$ cat config.mk
export PLATFORM = sky130hd
export DESIGN_NAME = rgb_led_chain_pulse_encoder_unit
export DESIGN_NICKNAME = d
export VERILOG_FILES = /design/src/sv/rgbpe_pkg.sv /design/src/sv/rgbpe_ram.sv /design/src/sv/rgb_led_chain_pulse_encoder_unit.sv
export VERILOG_INCLUDE_DIRS = /design/src /design/src/sv
export SDC_FILE = /design/constraint.sdc
export NUM_CORES = 2
export LEC_CHECK = 0
export BUFFER_PORTS_ARGS = -buffer_cell sky130_fd_sc_hd__buf_2
export CORE_MARGIN = 3
export CORE_UTILIZATION = 38
export DETAILED_ROUTE_END_ITERATION = 8
export SLEW_MARGIN = 15
export SYNTH_ARGS = -nofsm -noshare
export SYNTH_HDL_FRONTEND = slang
export SYNTH_HIERARCHICAL = 1
export SYNTH_SLANG_ARGS = --single-unit
$ cat constraint.sdc
create_clock -name clk -period 11.1 [get_ports clk]
set_input_delay 0.555 -clock clk [delete_from_list [all_inputs] [get_ports clk]]
set_output_delay 0.555 -clock clk [all_outputs]
set_load 0.03 [all_outputs]
$ cat src/sv/rgb_led_chain_pulse_encoder_unit_assert.svh
// assertion macros for the rgb led chain pulse encoder
// used by the top level; clocked on clk, disabled while arst_n is low
`ifndef RGB_LED_CHAIN_PULSE_ENCODER_UNIT_ASSERT_SVH
`define RGB_LED_CHAIN_PULSE_ENCODER_UNIT_ASSERT_SVH

`ifndef SYNTHESIS

// plain property check
`define RGBPE_ASSERT(label, prop, msg) \
	label: assert property (@(posedge clk) disable iff (!arst_n) (prop)) else $error(msg);

// same-cycle implication
`define RGBPE_ASSERT_IMPL(label, ante, cons, msg) \
	label: assert property (@(posedge clk) disable iff (!arst_n) (ante) |-> (cons)) \
		else $error(msg);

`else

`define RGBPE_ASSERT(label, prop, msg)
`define RGBPE_ASSERT_IMPL(label, ante, cons, msg)

`endif

`endif

$ cat src/sv/rgbpe_pkg.sv
// shared constants and types for the rgb led chain pulse encoder
// no dependencies
package rgbpe_pkg;

	localparam int NUM_PIXELS     = 64;
	localparam int BITS_PER_PIXEL = 24;
	localparam int PIX_W          = (NUM_PIXELS > 1) ? $clog2(NUM_PIXELS) : 1;
	localparam int DATA_BITS      = NUM_PIXELS * BITS_PER_PIXEL;
	// widest frame: 255 lead + data + 1023 latch bit periods
	localparam int BITPOS_W       = $clog2(255 + DATA_BITS + 1023 + 1);
	localparam int PIXEL_W        = 24;
	localparam int CFG_W          = 10;
	localparam int CFG_IDX_W      = 3;

	// bit offset into the pixel data, and the divide by three that follows the
	// divide by eight: multiply by 683 and drop 11 bits, exact below 2048
	localparam int REL_W      = $clog2(DATA_BITS);
	localparam int DIV3_MUL   = 683;
	localparam int DIV3_SHIFT = 11;
	localparam int PROD_W     = REL_W - 3 + 10;

	localparam logic [CFG_IDX_W-1:0] REG_PERIOD    = 3'd0;
	localparam logic [CFG_IDX_W-1:0] REG_HIGH_ZERO = 3'd1;
	localparam logic [CFG_IDX_W-1:0] REG_HIGH_ONE  = 3'd2;
	localparam logic [CFG_IDX_W-1:0] REG_LEAD      = 3'd3;
	localparam logic [CFG_IDX_W-1:0] REG_LATCH     = 3'd4;

	localparam logic [7:0] RST_PERIOD    = 8'd59;
	localparam logic [7:0] RST_HIGH_ZERO = 8'd14;
	localparam logic [7:0] RST_HIGH_ONE  = 8'd30;
	localparam logic [7:0] RST_LEAD      = 8'd2;
	localparam logic [9:0] RST_LATCH     = 10'd64;

	localparam logic [4:0] LAST_BIT = 5'd23;

	typedef enum logic [1:0] {
		CMD_TICK   = 2'd0,
		CMD_SET    = 2'd1,
		CMD_UPDATE = 2'd2
	} cmd_t;

	// what the waveform stage needs to know about one item
	typedef struct packed {
		logic       data;
		logic       load;
		logic [4:0] bsub;
		logic [7:0] tick;
		logic       busy;
		logic       fend;
	} wave_t;

endpackage

$ cat src/sv/rgbpe_ram.sv
// generic single-port-write, single-port-read ram with registered read
// no dependencies
module rgbpe_ram #(
	parameter int Width = 24,
	parameter int Depth = 64
) (
	input  logic                                   clk,
	input  logic                                   we,
	input  logic [((Depth > 1) ? $clog2(Depth) : 1)-1:0] waddr,
	input  logic [Width-1:0]                       wdata,
	input  logic                                   re,
	input  logic [((Depth > 1) ? $clog2(Depth) : 1)-1:0] raddr,
	output logic [Width-1:0]                       rdata
);

	logic [Width-1:0] mem [Depth];

	always_ff @(posedge clk) begin
		if (we) begin
			mem[waddr] <= wdata;
		end
		if (re) begin
			rdata <= mem[raddr];
		end
	end

endmodule

$ cat src/sv/rgb_led_chain_pulse_encoder_unit.sv
// top level of the rgb led chain pulse encoder
// depends on rgbpe_pkg, rgbpe_ram and rgb_led_chain_pulse_encoder_unit_assert.svh

// Takes one item per clock cycle while the output is not stalled and returns one
// result for each item: the accepting edge updates the frame counters, issues the
// pixel store read at the start of each data bit period and loads the stage
// register; the edge that moves the item on forms the line level from the read
// word and places it in the output register. While a
// result waits, one more item is taken and then the input stalls until the
// result leaves. The pixel and the bit within it are worked out from the bit
// position for every item (a shift and a reciprocal multiply), so a new lead
// length takes effect at once. The pixel store is a one-read, one-write memory;
// a pixel written by one item is seen by the read of any later item. Entries
// read as black until written (per-entry valid bits), so no clearing pass is
// needed after reset. A black frame starts straight out of reset.
`include "rgb_led_chain_pulse_encoder_unit_assert.svh"

module rgb_led_chain_pulse_encoder_unit
	import rgbpe_pkg::*;
(
	input  logic                 clk,
	input  logic                 arst_n,
	input  logic                 item_valid,
	output logic                 item_ready,
	input  logic [1:0]           command,
	input  logic [7:0]           pixel_index,
	input  logic [7:0]           red,
	input  logic [7:0]           green,
	input  logic [7:0]           blue,
	input  logic                 wait_flag,
	output logic                 res_valid,
	input  logic                 res_ready,
	output logic                 line_level,
	output logic                 busy_res,
	output logic                 frame_end,
	input  logic                 cfg_we,
	input  logic [CFG_IDX_W-1:0] cfg_index,
	input  logic [CFG_W-1:0]     cfg_data
);

	// configuration
	logic [7:0] period_q, high_zero_q, high_one_q, lead_q;
	logic [9:0] latch_q;

	always_ff @(posedge clk or negedge arst_n) begin
		if (!arst_n) begin
			period_q    <= RST_PERIOD;
			high_zero_q <= RST_HIGH_ZERO;
			high_one_q  <= RST_HIGH_ONE;
			lead_q      <= RST_LEAD;
			latch_q     <= RST_LATCH;
		end else if (cfg_we) begin
			case (cfg_index)
				REG_PERIOD:    period_q    <= cfg_data[7:0];
				REG_HIGH_ZERO: high_zero_q <= cfg_data[7:0];
				REG_HIGH_ONE:  high_one_q  <= cfg_data[7:0];
				REG_LEAD:      lead_q      <= cfg_data[7:0];
				REG_LATCH:     latch_q     <= cfg_data;
				default: ;
			endcase
		end
	end

	// handshake
	logic  s1_valid_q, out_valid_q, s1_move, accept;
	wave_t wave_s1;

	assign s1_move    = s1_valid_q && (!out_valid_q || res_ready);
	assign item_ready = !s1_valid_q || s1_move;
	assign accept     = item_valid && item_ready;

	// frame state
	logic [7:0]          tick_q;
	logic [BITPOS_W-1:0] bp_q;
	logic                sending_q, changed_q, pending_q;
	logic [NUM_PIXELS-1:0] pix_vld_q;

	logic [7:0]          tick_d;
	logic [BITPOS_W-1:0] bp_d, bp_inc, total, rel;
	logic                sending_d, changed_d, pending_d;
	logic                in_data, set_ok, rd_en;
	wave_t               wave_d;

	// pixel and bit within the pixel: rel / 24 as (rel / 8) / 3
	logic [REL_W-4:0]    rel_oct;
	logic [PROD_W-1:0]   pix_prod;
	logic [PIX_W-1:0]    pix;
	logic [PIX_W+4:0]    pix_base;
	logic [4:0]          bsub;

	assign rel     = bp_q - BITPOS_W'(lead_q);
	assign in_data = (bp_q >= BITPOS_W'(lead_q)) && (rel < BITPOS_W'(DATA_BITS));
	assign bp_inc  = bp_q + 1'b1;
	assign total   = BITPOS_W'(lead_q) + BITPOS_W'(DATA_BITS) + BITPOS_W'(latch_q);
	assign set_ok  = ({1'b0, pixel_index} < 9'(NUM_PIXELS));
	assign rd_en   = accept && wave_d.load;

	assign rel_oct  = rel[REL_W-1:3];
	assign pix_prod = PROD_W'(rel_oct) * PROD_W'(DIV3_MUL);
	assign pix      = pix_prod[DIV3_SHIFT +: PIX_W];
	assign pix_base = {1'b0, pix, 4'b0000} + {2'b00, pix, 3'b000};
	assign bsub     = rel[4:0] - pix_base[4:0];

	always_comb begin
		tick_d    = tick_q;
		bp_d      = bp_q;
		sending_d = sending_q;
		changed_d = changed_q;
		pending_d = pending_q;
		wave_d    = '0;
		wave_d.tick = tick_q;
		wave_d.bsub = bsub;
		case (cmd_t'(command))
			CMD_TICK: begin
				if (sending_q) begin
					wave_d.busy = 1'b1;
					wave_d.data = in_data;
					wave_d.load = in_data && (tick_q == 8'd0);
					if (tick_q >= period_q) begin
						tick_d = '0;
						bp_d   = bp_inc;
						if (bp_inc >= total) begin
							wave_d.fend = 1'b1;
							bp_d   = '0;
							if (changed_q || pending_q) begin
								changed_d = 1'b0;
								pending_d = 1'b0;
							end else begin
								sending_d = 1'b0;
							end
						end
					end else begin
						tick_d = tick_q + 1'b1;
					end
				end
			end
			CMD_SET: begin
				if (set_ok) begin
					changed_d = 1'b1;
				end
				wave_d.busy = sending_q;
			end
			CMD_UPDATE: begin
				changed_d = 1'b0;
				if (!sending_q) begin
					sending_d = 1'b1;
					tick_d    = '0;
					bp_d      = '0;
				end else if (wait_flag) begin
					pending_d = 1'b1;
				end
				wave_d.busy = 1'b1;
			end
			default: begin
				wave_d.busy = sending_q;
			end
		endcase
	end

	always_ff @(posedge clk or negedge arst_n) begin
		if (!arst_n) begin
			tick_q    <= '0;
			bp_q      <= '0;
			sending_q <= 1'b1;
			changed_q <= 1'b0;
			pending_q <= 1'b0;
			pix_vld_q <= '0;
		end else if (accept) begin
			tick_q    <= tick_d;
			bp_q      <= bp_d;
			sending_q <= sending_d;
			changed_q <= changed_d;
			pending_q <= pending_d;
			if ((cmd_t'(command) == CMD_SET) && set_ok) begin
				pix_vld_q[pixel_index[PIX_W-1:0]] <= 1'b1;
			end
		end
	end

	// pixel store
	logic [PIXEL_W-1:0] rd_word;
	logic               rd_vld_q;

	rgbpe_ram #(
		.Width(PIXEL_W),
		.Depth(NUM_PIXELS)
	) u_store (
		.clk  (clk),
		.we   (accept && (cmd_t'(command) == CMD_SET) && set_ok),
		.waddr(pixel_index[PIX_W-1:0]),
		.wdata({green, red, blue}),
		.re   (rd_en),
		.raddr(pix),
		.rdata(rd_word)
	);

	always_ff @(posedge clk or negedge arst_n) begin
		if (!arst_n) begin
			rd_vld_q <= 1'b0;
		end else if (rd_en) begin
			rd_vld_q <= pix_vld_q[pix];
		end
	end

	always_ff @(posedge clk or negedge arst_n) begin
		if (!arst_n) begin
			s1_valid_q <= 1'b0;
		end else if (item_ready) begin
			s1_valid_q <= accept;
		end
	end

	always_ff @(posedge clk) begin
		if (accept) begin
			wave_s1 <= wave_d;
		end
	end

	// waveform stage: never-written pixels read as black
	logic [PIXEL_W-1:0] shift_q, word;
	logic               cur_bit, level;
	logic [7:0]         high;

	assign word    = wave_s1.load ? (rd_vld_q ? rd_word : '0) : shift_q;
	assign cur_bit = word[LAST_BIT - wave_s1.bsub];
	assign high    = cur_bit ? high_one_q : high_zero_q;
	assign level   = wave_s1.data && (wave_s1.tick < high);

	logic line_q, busy_q, fend_q;

	always_ff @(posedge clk or negedge arst_n) begin
		if (!arst_n) begin
			shift_q     <= '0;
			out_valid_q <= 1'b0;
		end else begin
			if (s1_move && wave_s1.load) begin
				shift_q <= word;
			end
			if (s1_move) begin
				out_valid_q <= 1'b1;
			end else if (res_ready) begin
				out_valid_q <= 1'b0;
			end
		end
	end

	always_ff @(posedge clk) begin
		if (s1_move) begin
			line_q <= level;
			busy_q <= wave_s1.busy;
			fend_q <= wave_s1.fend;
		end
	end

	assign res_valid  = out_valid_q;
	assign line_level = line_q;
	assign busy_res   = busy_q;
	assign frame_end  = fend_q;

	`RGBPE_ASSERT_IMPL(a_end_busy, res_valid && frame_end, busy_res, "frame end while not busy")
	`RGBPE_ASSERT_IMPL(a_bsub_range, in_data, bsub <= LAST_BIT, "bit within pixel out of range")
	`RGBPE_ASSERT_IMPL(a_idle_clear, !sending_q, (bp_q == '0) && (tick_q == 8'd0),
		"frame counters not cleared while idle")
	`RGBPE_ASSERT_IMPL(a_stall, s1_valid_q && out_valid_q && !res_ready, !item_ready,
		"item taken while pipeline is full")
	`RGBPE_ASSERT(a_vld_sticky, 1'b1 |=> ((pix_vld_q & $past(pix_vld_q)) == $past(pix_vld_q)),
		"pixel valid bit lost")

endmodule
==> results.yml <==
critical_path:
  worstSetupPathType: "flip-flop to flip-flop"
  worstPathMaxFanout: 36
  r2r_start: "bp_q[0]$_DFFE_PN0P_"
  r2r-end: "u_store/rdata[9]$_DFFE_PP_"
  slowest_stage: "inv_2"
  crit_top_cell: "inv_1"
  path_delay_family: "adder cells"
  cp-start-kind: "flip-flop"
  cp-end-kind: "flip-flop"
  required_ns: 11.65
  r2r_slack_ns: 1.70
  r2r_cells: 33
  arrival_ns: 9.95
  slowest_delay_ns: 0.70
  crit_buf_inv: 7
grt:
  grt_usage: 0.187
  grt_overflow: 0
  grt_max_degree: 87
  antenna_found_initial: 7
  grt_pass1_vias: 35900
  grt_first_pass_wirelength_microns: 261000
logic_synthesis:
  netlist_top_cells_area: "edfxtp_1 (67%), mux4_2 (12%), dfrtp_1 (5.0%), mux2i_1 (1.6%), ha_1 (1.5%)"
  synth_top_area_cell: "edfxtp_1"
  ys_seq_area_frac: 0.729
  synth-seq-cells: 1736
  postSynthCellCount: 3654
  ys_warn_count: 6
  synth_nets: 3811
  synth_ff_type: "edfxtp_1"
  async_reset_ff_frac: 0.0899
  synth_top_cell_area_share: 0.674
  synth_area_sq_mm: 0.0704
  synth_edf_count: 1580
  syn_area_per_cell_sq_um: 19.3
  synthDistinctLibCells: 76
timing:
  period_share: 0.847
  max_freq_ghz: 0.106
  rsz0062_at_grt: "false"
  drv_slew: 0
  whs_ns: 0.0866
  setup_violations: 0
  setup_tns_ns: 0
  tightest_slew_ns: 1.17
  hold_viol_final: 0
  timing.slew.headroom: 0.221
  min_period_ns: 9.40
  fin_worst_skew_ns: 0.0412
floorplanning:
  die-area_sq_mm: 0.191
  io_pins: 58
  core_region_area_sq_mm: 0.184
  num_rows: 157
  start_util: 0.383
  die_y_microns: 437
  die_w_microns: 437
clocking:
  clk_path_buf_depth: 3
  htreeDepth: 4
  cts_resized: 0
  clk-insertion-delay-late_ns: 0.82
  cts-root-buf: "clkbuf_16"
  cts_buffers: 179
  numClockSinks: 1736
  tritoncts: "built"
  path_clk_slew_ns: 0.06
layout:
  fillCellCount: 15700
  layout-drive-gt1-share: 0.252
  area_delta_synth_final_pct: 13.6
  layout_common_cells: "edfxtp_1 (1580), mux4_2 (365), clkbuf_16 (182)"
  final_cells: 6475
  final_common_cell: "edfxtp_1"
  nets: 4029
  post-route-util: 0.436
placement:
  post-dp-hpwl_microns: 106000
  dp_cells: 6143
  gp_congestion: 0.875
  io_buffers: 57
drt:
  drtIter0Drc: 4621
  avgViaCountPerCell: 5.65
  num_vias: 36600
  first_pass_iters: 5
  drcViolationCount: 0
  wirelength_microns: 180000
  final_antenna_net_count: 0
  wl_per_cell_microns: 27.8
min_path:
  min_to: "period_q[1]$_DFFE_PN1P_"
  hold_start: "cfg_data[1]"
  hold_path_class: "primary input to flip-flop"
  hold_depth: 3
run_status:
  outcome: "completed"
run:
  max_cap_viol_count: 0
==> worst min-delay path, cell delays in order <==
cell,delay [ns]
buf_2,0.17
nand2_1,0.07
o21ai_0,0.08
==> metrics by stage <==
stage,instance area [sq um],setup WS (ns)
floorplan,70400,3.34
global placement,74400,0.990
detailed placement,74400,1.78
CTS,80000,1.69
global route,80000,1.08
finish,80100,1.70
==> worst max path at each step <==
stage	startpoint	endpoint	slack [ns]	cells after the start
floorplan	lead_q[1]$_DFFE_PN1P_	u_store/rdata[18]$_DFFE_PP_	3.34	35
global placement	lead_q[1]$_DFFE_PN1P_	u_store/rdata[21]$_DFFE_PP_	0.99	31
detailed placement	lead_q[1]$_DFFE_PN1P_	u_store/rdata[21]$_DFFE_PP_	1.78	30
CTS	lead_q[1]$_DFFE_PN1P_	u_store/rdata[21]$_DFFE_PP_	1.69	30
global route	bp_q[0]$_DFFE_PN0P_	u_store/rdata[21]$_DFFE_PP_	1.08	34
finish	bp_q[0]$_DFFE_PN0P_	u_store/rdata[9]$_DFFE_PP_	1.70	33
==> what timing repair did <==
item,4_1_cts,5_1_grt
endpoints found under the setup margin,0,0
endpoints found under the hold margin,88,0
hold buffers,12,0
setup buffers,0,0
==> state kept, by name (all words and copies together) (netlist names), 8 cells and up <==
name	flops
bp_q	12
period_q	8
high_one_q	8
high_zero_q	8
lead_q	8
u_store/mem	1536
shift_q	24
u_store/rdata	24
latch_q	10
pix_vld_q	64
wave_s1	17
tick_q	8
==> Yosys cell counts, drive strengths merged, types with 7 or more instances <==
library cell,count
nor2,134
mux2,90
ha,87
edfxtp,1580
o211ai,7
nand3,36
a22o,7
xor2,11
o21bai,7
or2,8
nand2b,27
o21a,16
mux4,366
mux2i,110
clkbuf,79
nor2b,17
xnor2,20
and3,30
a221oi,107
nand2,137
o22ai,54
a21o,88
a21oi,50
and2,9
a31oi,18
inv,63
o21ai,84
buf,107
nor3,14
or3,14
dfrtp,141
fa,17
a22oi,35
dfstp,15
==> cell type report <==
type                       count  area [sq um]  area share
clock buffer                 228          4760      0.0594
sequential                  1736         51400       0.642
tap                         2464          3080      0.0385
antenna                        3          7.51   0.0000938
timing repair buffer         223          1700      0.0212
inverter                      66           270     0.00338
multi-input combinational   1666         18100       0.226
clock inverter                89           785     0.00980
==> cell families after synthesis <==
| family | share of synthesized area |
|---|---|
| AOI/OAI and AO/OA | 0.0511 |
| xor gates and xnor gates | 0.00417 |
| adders and majority gates | 0.0203 |
| buffers and inverters | 0.0170 |
| DFF | 0.729 |
| muxes | 0.147 |
| and+or+nand+nor | 0.0311 |
==> layer usage <==
metal  GRT usage  vias to the layer above  share of wire
met5           0                        -       0.000072
met4      0.0501                        2          0.025
met3      0.0461                      231          0.089
met2       0.278                     1522           0.45
met1       0.277                    19400           0.44
li1            -                    15400              -
Power is left out: the tool's default activity adds up to more than one toggle a clock period on the data nets, which glitch-free logic cannot reach.
